**config.mk**
```make
export PLATFORM = sky130hd
export DESIGN_NAME = stable_priority_queue_unit
export DESIGN_NICKNAME = d
export VERILOG_FILES = /design/src/sv/spq_pkg.sv /design/src/sv/spq_cell.sv /design/src/sv/stable_priority_queue_unit.sv
export VERILOG_INCLUDE_DIRS = /design/src /design/src/sv
export SDC_FILE = /design/constraint.sdc
export NUM_CORES = 2
export LEC_CHECK = 0
export BUFFER_PORTS_ARGS = -buffer_cell sky130_fd_sc_hd__clkbuf_2
export CORE_MARGIN = 5
export CORE_UTILIZATION = 57
export CTS_CLUSTER_SIZE = 14
export DETAILED_ROUTE_END_ITERATION = 12
export PLACE_DENSITY = 0.85
export SLEW_MARGIN = 0
export SYNTH_ARGS = -nofsm -noshare
export SYNTH_HDL_FRONTEND = slang
export SYNTH_HIERARCHICAL = 1
export SYNTH_SLANG_ARGS = --single-unit
```
**constraint.sdc**
```tcl
create_clock -name clk -period 4.8 [get_ports clk]
set_input_delay 0.24 -clock clk [delete_from_list [all_inputs] [get_ports clk]]
set_output_delay 0.24 -clock clk [all_outputs]
set_load 0.05 [all_outputs]
```
**src/sv/stable_priority_queue_unit_assert.svh**
```systemverilog
// assertion macros shared by the priority queue rtl
`ifndef STABLE_PRIORITY_QUEUE_UNIT_ASSERT_SVH
`define STABLE_PRIORITY_QUEUE_UNIT_ASSERT_SVH

// same-cycle implication, checked outside reset
`define SPQ_ASSERT_NOW(lbl, ante, cons, msg) \
    lbl: assert property (@(posedge clk) disable iff (!rst_n) (ante) |-> (cons)) \
        else $error(msg);

// next-cycle implication, checked outside reset
`define SPQ_ASSERT_NEXT(lbl, ante, cons, msg) \
    lbl: assert property (@(posedge clk) disable iff (!rst_n) (ante) |=> (cons)) \
        else $error(msg);

`endif

```
**src/sv/spq_pkg.sv**
```systemverilog
// types and constants of the stable priority queue
package spq_pkg;

    localparam int SPQ_CAPACITY  = 16;
    localparam int SPQ_PRIO_BITS = 8;
    localparam int SPQ_DATA_BITS = 32;

    // operation codes of a command transaction
    typedef enum logic [1:0] {
        KIND_INSERT  = 2'd0,
        KIND_EXTRACT = 2'd1,
        KIND_PEEK    = 2'd2
    } spq_kind_t;

    // status codes of a result transaction
    typedef enum logic [1:0] {
        STATUS_OK    = 2'd0,
        STATUS_EMPTY = 2'd1,
        STATUS_FULL  = 2'd2
    } spq_status_t;

    // command transaction
    typedef struct packed {
        logic [1:0]         kind;
        logic signed [31:0] payload;
        logic [7:0]         prio;
    } spq_cmd_t;

    // result transaction
    typedef struct packed {
        logic signed [31:0] out_payload;
        logic [7:0]         out_prio;
        logic [1:0]         status;
        logic [4:0]         occupancy;
        logic               is_empty;
    } spq_res_t;

    // shift controls broadcast to every cell
    typedef struct packed {
        logic ins;
        logic ext;
    } spq_ctrl_t;

endpackage

```
**src/sv/spq_cell.sv**
```systemverilog
// one slot of the sorted shift chain
module spq_cell
    import spq_pkg::*;
#(
    parameter int DATA_BITS = SPQ_DATA_BITS,
    parameter int PRIO_BITS = SPQ_PRIO_BITS
) (
    input  logic                 clk,
    input  logic                 rst_n,
    input  spq_ctrl_t            ctrl,
    input  logic [PRIO_BITS-1:0] new_prio,
    input  logic [DATA_BITS-1:0] new_data,
    input  logic                 prev_valid,
    input  logic [PRIO_BITS-1:0] prev_prio,
    input  logic [DATA_BITS-1:0] prev_data,
    input  logic                 prev_le,
    input  logic                 next_valid,
    input  logic [PRIO_BITS-1:0] next_prio,
    input  logic [DATA_BITS-1:0] next_data,
    output logic                 valid,
    output logic [PRIO_BITS-1:0] prio,
    output logic [DATA_BITS-1:0] data,
    output logic                 le
);

    logic                 valid_reg, valid_next;
    logic [PRIO_BITS-1:0] prio_reg, prio_next;
    logic [DATA_BITS-1:0] data_reg, data_next;

    // held entry goes ahead of the new one when its priority is not larger
    assign le = valid_reg && (prio_reg <= new_prio);

    // hold, take the new entry, or shift from a neighbor
    always_comb
    begin
        valid_next = valid_reg;
        prio_next  = prio_reg;
        data_next  = data_reg;
        if (ctrl.ins)
        begin
            if (!le)
            begin
                if (prev_le)
                begin
                    valid_next = 1'b1;
                    prio_next  = new_prio;
                    data_next  = new_data;
                end
                else
                begin
                    valid_next = prev_valid;
                    prio_next  = prev_prio;
                    data_next  = prev_data;
                end
            end
        end
        else if (ctrl.ext)
        begin
            valid_next = next_valid;
            prio_next  = next_prio;
            data_next  = next_data;
        end
    end

    // occupancy flag
    always_ff @(posedge clk or negedge rst_n)
    begin
        if (!rst_n)
        begin
            valid_reg <= 1'b0;
        end
        else
        begin
            valid_reg <= valid_next;
        end
    end

    // entry contents
    always_ff @(posedge clk)
    begin
        prio_reg <= prio_next;
        data_reg <= data_next;
    end

    assign valid = valid_reg;
    assign prio  = prio_reg;
    assign data  = data_reg;

endmodule

```
**src/sv/stable_priority_queue_unit.sv**
```systemverilog
// top level of the stable priority queue: cell chain, counter and result register
//
// Usage: the command channel (cmd_valid, cmd_stall, cmd) carries an insert,
// an extract of the head or a peek at the head. The result channel
// (res_valid, res_stall, res) returns exactly one transaction per command:
// head data and priority for extract and peek, a status (ok, empty, full),
// the occupancy after the step and an empty flag.
// Entries are kept sorted in a chain of CAPACITY cells; a lower priority
// number leaves first and equal priorities leave in arrival order.
// The result is registered and valid in the cycle after the command is accepted.
// Throughput: one command per cycle while cmd_stall is low; every cell compares
// its own priority with the new one and shifts left or right in the same cycle.
// A result register decouples the channels: while a result waits under
// res_stall, cmd_stall is raised and no new command is taken.
// Reset (rst_n low, asynchronous) empties the queue and drops any pending
// result; entries are ready for use in the first cycle after reset.
module stable_priority_queue_unit
    import spq_pkg::*;
#(
    parameter int CAPACITY  = SPQ_CAPACITY,
    parameter int PRIO_BITS = SPQ_PRIO_BITS,
    parameter int DATA_BITS = SPQ_DATA_BITS
) (
    input  logic     clk,
    input  logic     rst_n,
    input  logic     cmd_valid,
    output logic     cmd_stall,
    input  spq_cmd_t cmd,
    output logic     res_valid,
    input  logic     res_stall,
    output spq_res_t res
);

    localparam int CNT_W = $clog2(CAPACITY + 1);

    logic                 accept;
    spq_ctrl_t            ctrl;
    logic [CNT_W-1:0]     count_reg, count_next;
    logic                 res_valid_reg;
    spq_res_t             res_reg, res_next;

    logic [CAPACITY-1:0]  valid_vec;
    logic [CAPACITY-1:0]  le_vec;
    logic [PRIO_BITS-1:0] prio_arr [CAPACITY];
    logic [DATA_BITS-1:0] data_arr [CAPACITY];

    logic [PRIO_BITS+7:0] new_prio_ext;
    logic [DATA_BITS+31:0] new_data_ext;
    logic [PRIO_BITS-1:0] new_prio;
    logic [DATA_BITS-1:0] new_data;
    logic [PRIO_BITS+7:0] head_prio_ext;
    logic [DATA_BITS+31:0] head_data_ext;
    logic [CNT_W+4:0]     occ_ext;
    logic                 is_full;
    logic                 no_entries;

    // handshake
    assign cmd_stall = res_valid_reg && res_stall;
    assign accept    = cmd_valid && !cmd_stall;

    // fit input fields to the stored widths
    assign new_prio_ext = {{PRIO_BITS{1'b0}}, cmd.prio};
    assign new_data_ext = {{DATA_BITS{1'b0}}, cmd.payload};
    assign new_prio     = new_prio_ext[PRIO_BITS-1:0];
    assign new_data     = new_data_ext[DATA_BITS-1:0];

    // head entry widened to the result fields
    assign head_prio_ext = {8'd0, prio_arr[0]};
    assign head_data_ext = {32'd0, data_arr[0]};

    assign is_full    = valid_vec[CAPACITY-1];
    assign no_entries = !valid_vec[0];

    // chain of cells
    for (genvar i = 0; i < CAPACITY; i++)
    begin : g_cell
        logic                 p_valid, p_le, n_valid;
        logic [PRIO_BITS-1:0] p_prio, n_prio;
        logic [DATA_BITS-1:0] p_data, n_data;

        if (i == 0)
        begin : g_first
            assign p_valid = 1'b0;
            assign p_prio  = '0;
            assign p_data  = '0;
            assign p_le    = 1'b1;
        end
        else
        begin : g_inner_left
            assign p_valid = valid_vec[i-1];
            assign p_prio  = prio_arr[i-1];
            assign p_data  = data_arr[i-1];
            assign p_le    = le_vec[i-1];
        end

        if (i == CAPACITY - 1)
        begin : g_last
            assign n_valid = 1'b0;
            assign n_prio  = '0;
            assign n_data  = '0;
        end
        else
        begin : g_inner_right
            assign n_valid = valid_vec[i+1];
            assign n_prio  = prio_arr[i+1];
            assign n_data  = data_arr[i+1];
        end

        spq_cell #(
            .DATA_BITS (DATA_BITS),
            .PRIO_BITS (PRIO_BITS)
        ) u_cell (
            .clk        (clk),
            .rst_n      (rst_n),
            .ctrl       (ctrl),
            .new_prio   (new_prio),
            .new_data   (new_data),
            .prev_valid (p_valid),
            .prev_prio  (p_prio),
            .prev_data  (p_data),
            .prev_le    (p_le),
            .next_valid (n_valid),
            .next_prio  (n_prio),
            .next_data  (n_data),
            .valid      (valid_vec[i]),
            .prio       (prio_arr[i]),
            .data       (data_arr[i]),
            .le         (le_vec[i])
        );
    end

    // decode the command and build its result
    always_comb
    begin
        ctrl                 = '0;
        count_next           = count_reg;
        res_next.out_payload = '0;
        res_next.out_prio    = '0;
        res_next.status      = STATUS_OK;
        case (cmd.kind)
            KIND_INSERT:
            begin
                if (is_full)
                begin
                    res_next.status = STATUS_FULL;
                end
                else
                begin
                    ctrl.ins   = accept;
                    count_next = count_reg + CNT_W'(1);
                end
            end
            KIND_EXTRACT:
            begin
                if (no_entries)
                begin
                    res_next.status = STATUS_EMPTY;
                end
                else
                begin
                    ctrl.ext             = accept;
                    count_next           = count_reg - CNT_W'(1);
                    res_next.out_payload = head_data_ext[31:0];
                    res_next.out_prio    = head_prio_ext[7:0];
                end
            end
            KIND_PEEK:
            begin
                if (no_entries)
                begin
                    res_next.status = STATUS_EMPTY;
                end
                else
                begin
                    res_next.out_payload = head_data_ext[31:0];
                    res_next.out_prio    = head_prio_ext[7:0];
                end
            end
            default:
            begin
                ctrl = '0;
            end
        endcase
        occ_ext            = {5'd0, count_next};
        res_next.occupancy = occ_ext[4:0];
        res_next.is_empty  = (count_next == '0);
    end

    // entry counter and result valid
    always_ff @(posedge clk or negedge rst_n)
    begin
        if (!rst_n)
        begin
            count_reg     <= '0;
            res_valid_reg <= 1'b0;
        end
        else
        begin
            if (accept)
            begin
                count_reg <= count_next;
            end
            if (accept)
            begin
                res_valid_reg <= 1'b1;
            end
            else if (!res_stall)
            begin
                res_valid_reg <= 1'b0;
            end
        end
    end

    // result payload
    always_ff @(posedge clk)
    begin
        if (accept)
        begin
            res_reg <= res_next;
        end
    end

    assign res_valid = res_valid_reg;
    assign res       = res_reg;

    // checks on the chain and the counter
    `include "stable_priority_queue_unit_assert.svh"

    `SPQ_ASSERT_NOW(a_count_matches_cells, 1'b1, $countones(valid_vec) == count_reg, "count differs from occupied cells")
    `SPQ_ASSERT_NOW(a_head_sorted, valid_vec[1], prio_arr[0] <= prio_arr[1], "head cells out of order")
    `SPQ_ASSERT_NEXT(a_extract_shrinks, accept && cmd.kind == KIND_EXTRACT && count_reg != '0, count_reg == $past(count_reg) - CNT_W'(1), "extract did not remove an entry")
    `SPQ_ASSERT_NEXT(a_full_insert_holds, accept && cmd.kind == KIND_INSERT && is_full, $stable(valid_vec) && res.status == STATUS_FULL, "insert into full queue changed state")

endmodule

```
* Word level (Yosys, flattened, before mapping)
Cells that the tools add are included.
** Cells by class
- Add/subtract/negate cells :: 2
- $mul :: 0
- Div/mod/pow operators :: 0
- $lt $le $gt $ge :: 16
- Eq/ne operators :: 19
- Shift-type cells :: 0
- Muxes and demuxes :: 201
- Bitwise logic cells :: 0
- Reduce and logical (&&, ||, !) cells :: 40
** Operators with widths (count)
- 32-bit two-way mux :: 63
- 8-bit two-way mux :: 63
- 8-bit <= comparator :: 16
- 1-bit two-way mux :: 70
- 2-bit AND reduction :: 17
- 2-bit inequality test, second input constant :: 16
- 1-bit logical AND :: 18
- 5-bit two-way mux :: 2
- 5-bit case mux with 2 select lines :: 1
- 5-bit by 1-bit adder with 5-bit output, second input constant :: 1
- 5-bit logical NOT :: 1
- 5-bit by 1-bit subtractor with 5-bit output, second input constant :: 1
- 2-bit case mux with 2 select lines :: 1
- 2-bit by 1-bit equality test with 1-bit output, second input constant :: 1
- 2-bit equality test, second input constant :: 1
- 2-bit logical NOT :: 1
- 2-bit two-way mux :: 1
- 2-bit by 1-bit inequality test with 1-bit output, second input constant :: 1
- 2-bit nonzero test :: 1
- 2-bit OR reduction :: 1
- 1-bit logical NOT :: 1
** Storage, ports and cells
- Register bits :: 710
- Latch bits :: 0
- Memory bits (writable) :: 0
- ROM bits :: 0
- Input port bits :: 46
- Output and inout bits :: 50
- Logic and storage cells :: 333
- Memories kept :: 0

* Depth between registers and ports, before layout
- Depth in word-level cells :: 7
- Gate-level depth with buffers :: 10

* Modules after synthesis
Netlist, hierarchy kept.
** By module, submodules not included
- spq_cell :: instances 16, cells each 209, area each 2292.2 µm²
- stable_priority_queue_unit :: instances 1, cells each 166, area each 2339.7 µm²

* Worst setup path after synthesis
Ideal clock, no wire load.
- Path type :: reg2reg
- Start point :: reg res_valid_reg (netlist: res_valid)
- End point :: reg g_cell[0].u_cell.data_reg[0] (enable)
- Library setup time :: 0.451 ns
- Arrival time :: 4.980 ns
- Data required time :: 4.349 ns
- Slack :: -0.630 ns
- Stages on the path, launching flop included :: 7
- Path through :: dfrtp_1 > nand2_1 > nand2_1 > nor2_1 > clkbuf_1 > nor2_1 > a21oi_1
** RTL lines
- start: declaration :: RTL line stable_priority_queue_unit.sv:39 : logic res_valid_reg;
- start signal: assignment :: RTL line stable_priority_queue_unit.sv:195 : res_valid_reg <= 1'b0;
- start signal: assignment :: RTL line stable_priority_queue_unit.sv:205 : res_valid_reg <= 1'b1;
- start signal: assignment :: RTL line stable_priority_queue_unit.sv:209 : res_valid_reg <= 1'b0;
- end signal: assignment :: RTL line spq_cell.sv:82 : data_reg <= data_next;
- end: declaration :: RTL line spq_cell.sv:28 : logic [DATA_BITS-1:0] data_reg, data_next;

* Worst setup path after layout
- Start point :: reg g_cell[12].u_cell.prio_reg[1]
- End point :: reg g_cell[13].u_cell.data_reg[18], data pin
** On the way
- Cells in the longest elaborated chain, start to end :: 5
** Ends and longest elaborated chain
- start: declaration :: RTL line spq_cell.sv:27 : logic [PRIO_BITS-1:0] prio_reg, prio_next;
- start signal: assignment :: RTL line spq_cell.sv:81 : prio_reg <= prio_next;
- 8-bit <= comparator :: RTL line spq_cell.sv:31 : assign le = valid_reg && (prio_reg <= new_prio);
- 1-bit logical AND :: RTL line spq_cell.sv:31
- net g_cell[13].p_le :: RTL line stable_priority_queue_unit.sv:77 : logic p_valid, p_le, n_valid;
- 32-bit two-way mux :: RTL line spq_cell.sv:43 : if (prev_le)
- 32-bit two-way mux :: RTL line spq_cell.sv:41 : if (!le)
- 32-bit two-way mux :: RTL line spq_cell.sv:39 : if (ctrl.ins)
- net g_cell[13].u_cell.data_next[18] :: RTL line spq_cell.sv:28
- end signal: assignment :: RTL line spq_cell.sv:82
- end: declaration :: RTL line spq_cell.sv:28
The timed path passes the listed nets, and every way through them passes these cells. The select of a mux whose other input is x is not followed.
A chain may end at the register's enable or synchronous reset.

==> flow_results.xml <==
<?xml version="1.0" encoding="UTF-8"?>
<metrics>
  <group name="yosys">
    <metric name="netlist_area_before_placement" unit="mm²">0.0390</metric>
    <metric name="synth_sequential_area_ratio" unit="%">54.4</metric>
    <metric name="synth-seq-cells" unit="">710</metric>
    <metric name="postSynth.asyncResetShare" unit="%">3.10</metric>
    <metric name="synth_enable_flop_cells" unit="">688</metric>
    <metric name="synth_cells" unit="">3510</metric>
    <metric name="ys.warnings.count" unit="">6</metric>
    <metric name="synth_top_flop_cell" unit="">edfxtp_1</metric>
    <metric name="synth.distinct_cells" unit="">43</metric>
    <metric name="synthesis.area_per_instance" unit="µm²">11.1</metric>
  </group>
  <group name="setup_path">
    <metric name="end_kind" unit="">register</metric>
    <metric name="library_cell_contributing_the_largest_single_delay_on_the_critical_path" unit="">nor3b_4</metric>
    <metric name="crit_fanout" unit="">17</metric>
    <metric name="timing.critical_path.arrival" unit="ps">3600</metric>
    <metric name="timing.critical_path.max_delay_family" unit="">simple AND/OR/NAND/NOR gates</metric>
    <metric name="crit_chain" unit="">ha_1 &gt; nor2b_1 &gt; o211ai_1 &gt; a211oi_1 &gt; nor3b_4 &gt; buf_4 &gt; buf_4 &gt; mux2i_1 &gt; a21oi_1</metric>
    <metric name="crit-reg2reg-launch" unit="">g_cell[12].u_cell/prio[1]</metric>
    <metric name="critPathMostFrequentCell" unit="">buf_4</metric>
    <metric name="critPathKind" unit="">register to register</metric>
    <metric name="worstPathRequired" unit="ps">5120</metric>
    <metric name="slowest_delay" unit="ps">640</metric>
    <metric name="critPathLaunchType" unit="">register</metric>
    <metric name="cp.buffers_inverters" unit="">2</metric>
    <metric name="critPathLaunch" unit="">g_cell[12].u_cell/prio[1]</metric>
  </group>
  <group name="cts">
    <metric name="clk_pin_slew" unit="ps">60</metric>
    <metric name="ctsHtreeMaxLevel" unit="">3</metric>
    <metric name="clkLatencyLatePin" unit="ps">620</metric>
    <metric name="ctsLongestPathBuffers" unit="">3</metric>
    <metric name="clk_root_buffer_cell" unit="">clkbuf_16</metric>
    <metric name="numClockSinks" unit="">710</metric>
    <metric name="cts_buffers" unit="">74</metric>
    <metric name="tritoncts_clock_tree" unit="">done</metric>
  </group>
  <group name="power">
    <metric name="p_switching" unit="mW">5.44</metric>
    <metric name="pwr-share-seq" unit="%">43.8</metric>
    <metric name="ir_worst_vdd" unit="mV">0.261</metric>
    <metric name="leakage_power_total" unit="nW">16.0</metric>
    <metric name="switching_share" unit="%">29.7</metric>
    <metric name="combinational_share_of_power" unit="%">23.5</metric>
    <metric name="power_per_cell_area" unit="mW/mm²">424</metric>
    <metric name="total_power" unit="mW">18.3</metric>
    <metric name="power.share.clock" unit="%">32.7</metric>
    <metric name="internal_power" unit="mW">12.9</metric>
  </group>
  <group name="finish">
    <metric name="layout_filler_cell_count" unit="">5027</metric>
    <metric name="largest_register_ff_count" unit="">512</metric>
    <metric name="final_layout_size_suffix_gt1_share" unit="%">8.48</metric>
    <metric name="area_growth_syn_to_layout" unit="%">10.9</metric>
    <metric name="final_net_count" unit="">3773</metric>
  </group>
  <group name="global_route">
    <metric name="pin_count_of_the_biggest_net_entering_global_routing" unit="">267</metric>
    <metric name="grt_first_pass_wirelength" unit="mm">141</metric>
    <metric name="number_of_global_route_vias_before_repair" unit="">25773</metric>
    <metric name="antenna_found_initial" unit="">4</metric>
    <metric name="globalRouteTotalUtil" unit="%">23.1</metric>
    <metric name="overflow" unit="">0</metric>
  </group>
  <group name="routing">
    <metric name="routed_wl" unit="mm">87.9</metric>
    <metric name="detailed_route_via_count" unit="">26773</metric>
    <metric name="drt-wirelength-per-cell" unit="µm">19.4</metric>
    <metric name="violation_count_after_the_first_detailed_route_iteration" unit="">2959</metric>
    <metric name="detail_route.drc_violations" unit="">0</metric>
    <metric name="router_iterations_before_antenna_repair" unit="">5</metric>
    <metric name="vias_per_cell" unit="">5.90</metric>
    <metric name="route.antenna.remaining_nets" unit="">0</metric>
  </group>
  <group name="floorplan">
    <metric name="io_pins" unit="">96</metric>
    <metric name="die_height" unit="µm">272</metric>
    <metric name="placementRows" unit="">96</metric>
    <metric name="start_util" unit="%">57.2</metric>
    <metric name="die_x" unit="µm">272</metric>
    <metric name="core_area" unit="mm²">0.0682</metric>
    <metric name="die_area" unit="mm²">0.0738</metric>
  </group>
  <group name="sta">
    <metric name="fmax" unit="GHz">0.305</metric>
    <metric name="finalWorstPathRequiredPeriod" unit="ps">3280</metric>
    <metric name="worst_slew_margin_rel" unit="%">27.4</metric>
    <metric name="max_slew.worst_pin.slew" unit="ps">1090</metric>
    <metric name="grt_setup_unrepaired" unit="">no</metric>
    <metric name="fin_setup_tns" unit="ps">0</metric>
    <metric name="timing.final.max_slew_violations" unit="">0</metric>
    <metric name="timing.final.crit_share" unit="%">68.4</metric>
    <metric name="final.setup_skew" unit="ps">19.5</metric>
    <metric name="timing_hold_violations_final" unit="">0</metric>
    <metric name="setup_viol" unit="">0</metric>
  </group>
  <group name="place">
    <metric name="place.port_buffers" unit="">95</metric>
    <metric name="dp_hpwl" unit="mm">59.1</metric>
    <metric name="gp_congestion" unit="">0.824</metric>
  </group>
  <group name="min_path">
    <metric name="worstHoldPathType" unit="">input port to register</metric>
    <metric name="hold_path_startpoint" unit="">cmd[41]</metric>
  </group>
  <group name="run">
    <metric name="max_cap_violations" unit="">0</metric>
  </group>
  <group name="outcome">
    <metric name="outcome" unit="">completed</metric>
  </group>
</metrics>
==> stage by stage <==
stage	hold WS, ps	instance area (µm²)	worst slack, ps	util [%]	std cells
after detailed placement	325	40700	1370	59.6	4397
after global routing	45.3	43300	1400	63.4	4539
after floorplan	-55.6	39400	247	-	3591
after global placement	306	40700	1420	59.6	4397
final	45.7	43300	1520	63.4	4539
after CTS	11.0	43300	1560	63.4	4537
==> cell usage after synthesis (all sizes together), types with 3 or more instances <==
cell | n | share of area, %
inv | 136 | 1.3
a21o | 32 | 0.62
nor2 | 675 | 6.5
mux2 | 4 | 0.13
xnor2 | 3 | 0.067
nand4 | 32 | 0.51
a211oi | 16 | 0.31
buf | 131 | 2.1
a21oi | 704 | 9.0
mux2i | 657 | 17
nand2 | 7 | 0.067
nor3b | 18 | 0.55
edfxtp | 688 | 53
and3 | 40 | 0.64
ha | 133 | 4.3
nor2b | 17 | 0.27
o211ai | 17 | 0.33
nand2b | 4 | 0.064
o21ai | 34 | 0.44
clkbuf | 105 | 1.0
nand3 | 16 | 0.21
dfrtp | 22 | 1.4
==> logic make-up after synthesis <==
group	count (synthesis)	share of synthesized area, %
AND/OR/NAND/NOR	816	8.98
flip-flops	710	54.4
XOR/XNOR	5	0.112
other	2	0.0192
buffers and inverters	372	4.37
multiplexers	661	17.0
AO/OA/AOI/OAI	811	10.9
adder cells (fa/ha/maj)	133	4.27
==> power by group through the flow <==
stage	clock network, mW	registers, mW	logic [mW]
CTS	6.10	8.02	4.29
global placement	0	8.11	4.10
floorplan	0	8.16	3.16
finish	6.00	8.02	4.31
detailed placement	0	8.13	4.27
global route	6.34	8.08	4.67
==> layer usage <==
metal,wire length [µm],global-route usage (%)
met5,13,0.263
met4,1890,5.95
met3,6310,3.72
met2,40900,36.8
met1,38800,33.4
==> placed cells by master, fill, tap and decap left out, types with 40 or more instances in the layout <==
cell type / count
nor2_1: 673
edfxtp_1: 688
buf_4: 48
clkbuf_16: 77
conb_1: 83
mux2i_1: 657
a21oi_1: 688
clkbuf_2: 95
ha_1: 133
inv_1: 135
and3_1: 40
==> what timing repair did <==
| item | CTS | global route |
|---|---|---|
| hold buffers | 3 | 0 |
| resized for setup | 0 | 0 |
| endpoints found under the hold margin | 23 | 0 |
| setup buffers | 0 | 0 |
==> path summary, 6_finish.rpt <==
kind	cells past startpoint	end	slack (ps)
worst max-delay path	9	g_cell[13].u_cell/data[18]	1520
worst min-delay path	3	res[7]	50
worst max register to register	9	g_cell[13].u_cell/data[18]	1520
worst min register to register	2	g_cell[14].u_cell/data[3]	560
max in group asynchronous	2	g_cell[13].u_cell/valid	4130
min in group asynchronous	2	count_reg[3]	200
==> worst min-delay path, cell delays in order <==
cell,delay [ps]
clkbuf_2,90
ha_1,130
nor2_1,40
==> area by class of cell <==
class	instances	area, µm²	area share (%)
Sequential cell	710	21200	49.0
Multi-Input combinational cell	2509	16700	38.6
Clock buffer	92	1990	4.61
Timing Repair Buffer	163	1210	2.79
Tap cell	882	1100	2.55
Clock inverter	45	537	1.24
Inverter	136	510	1.18
Antenna cell	2	5.00	0.0116
(Power assumes the default switching activity.)
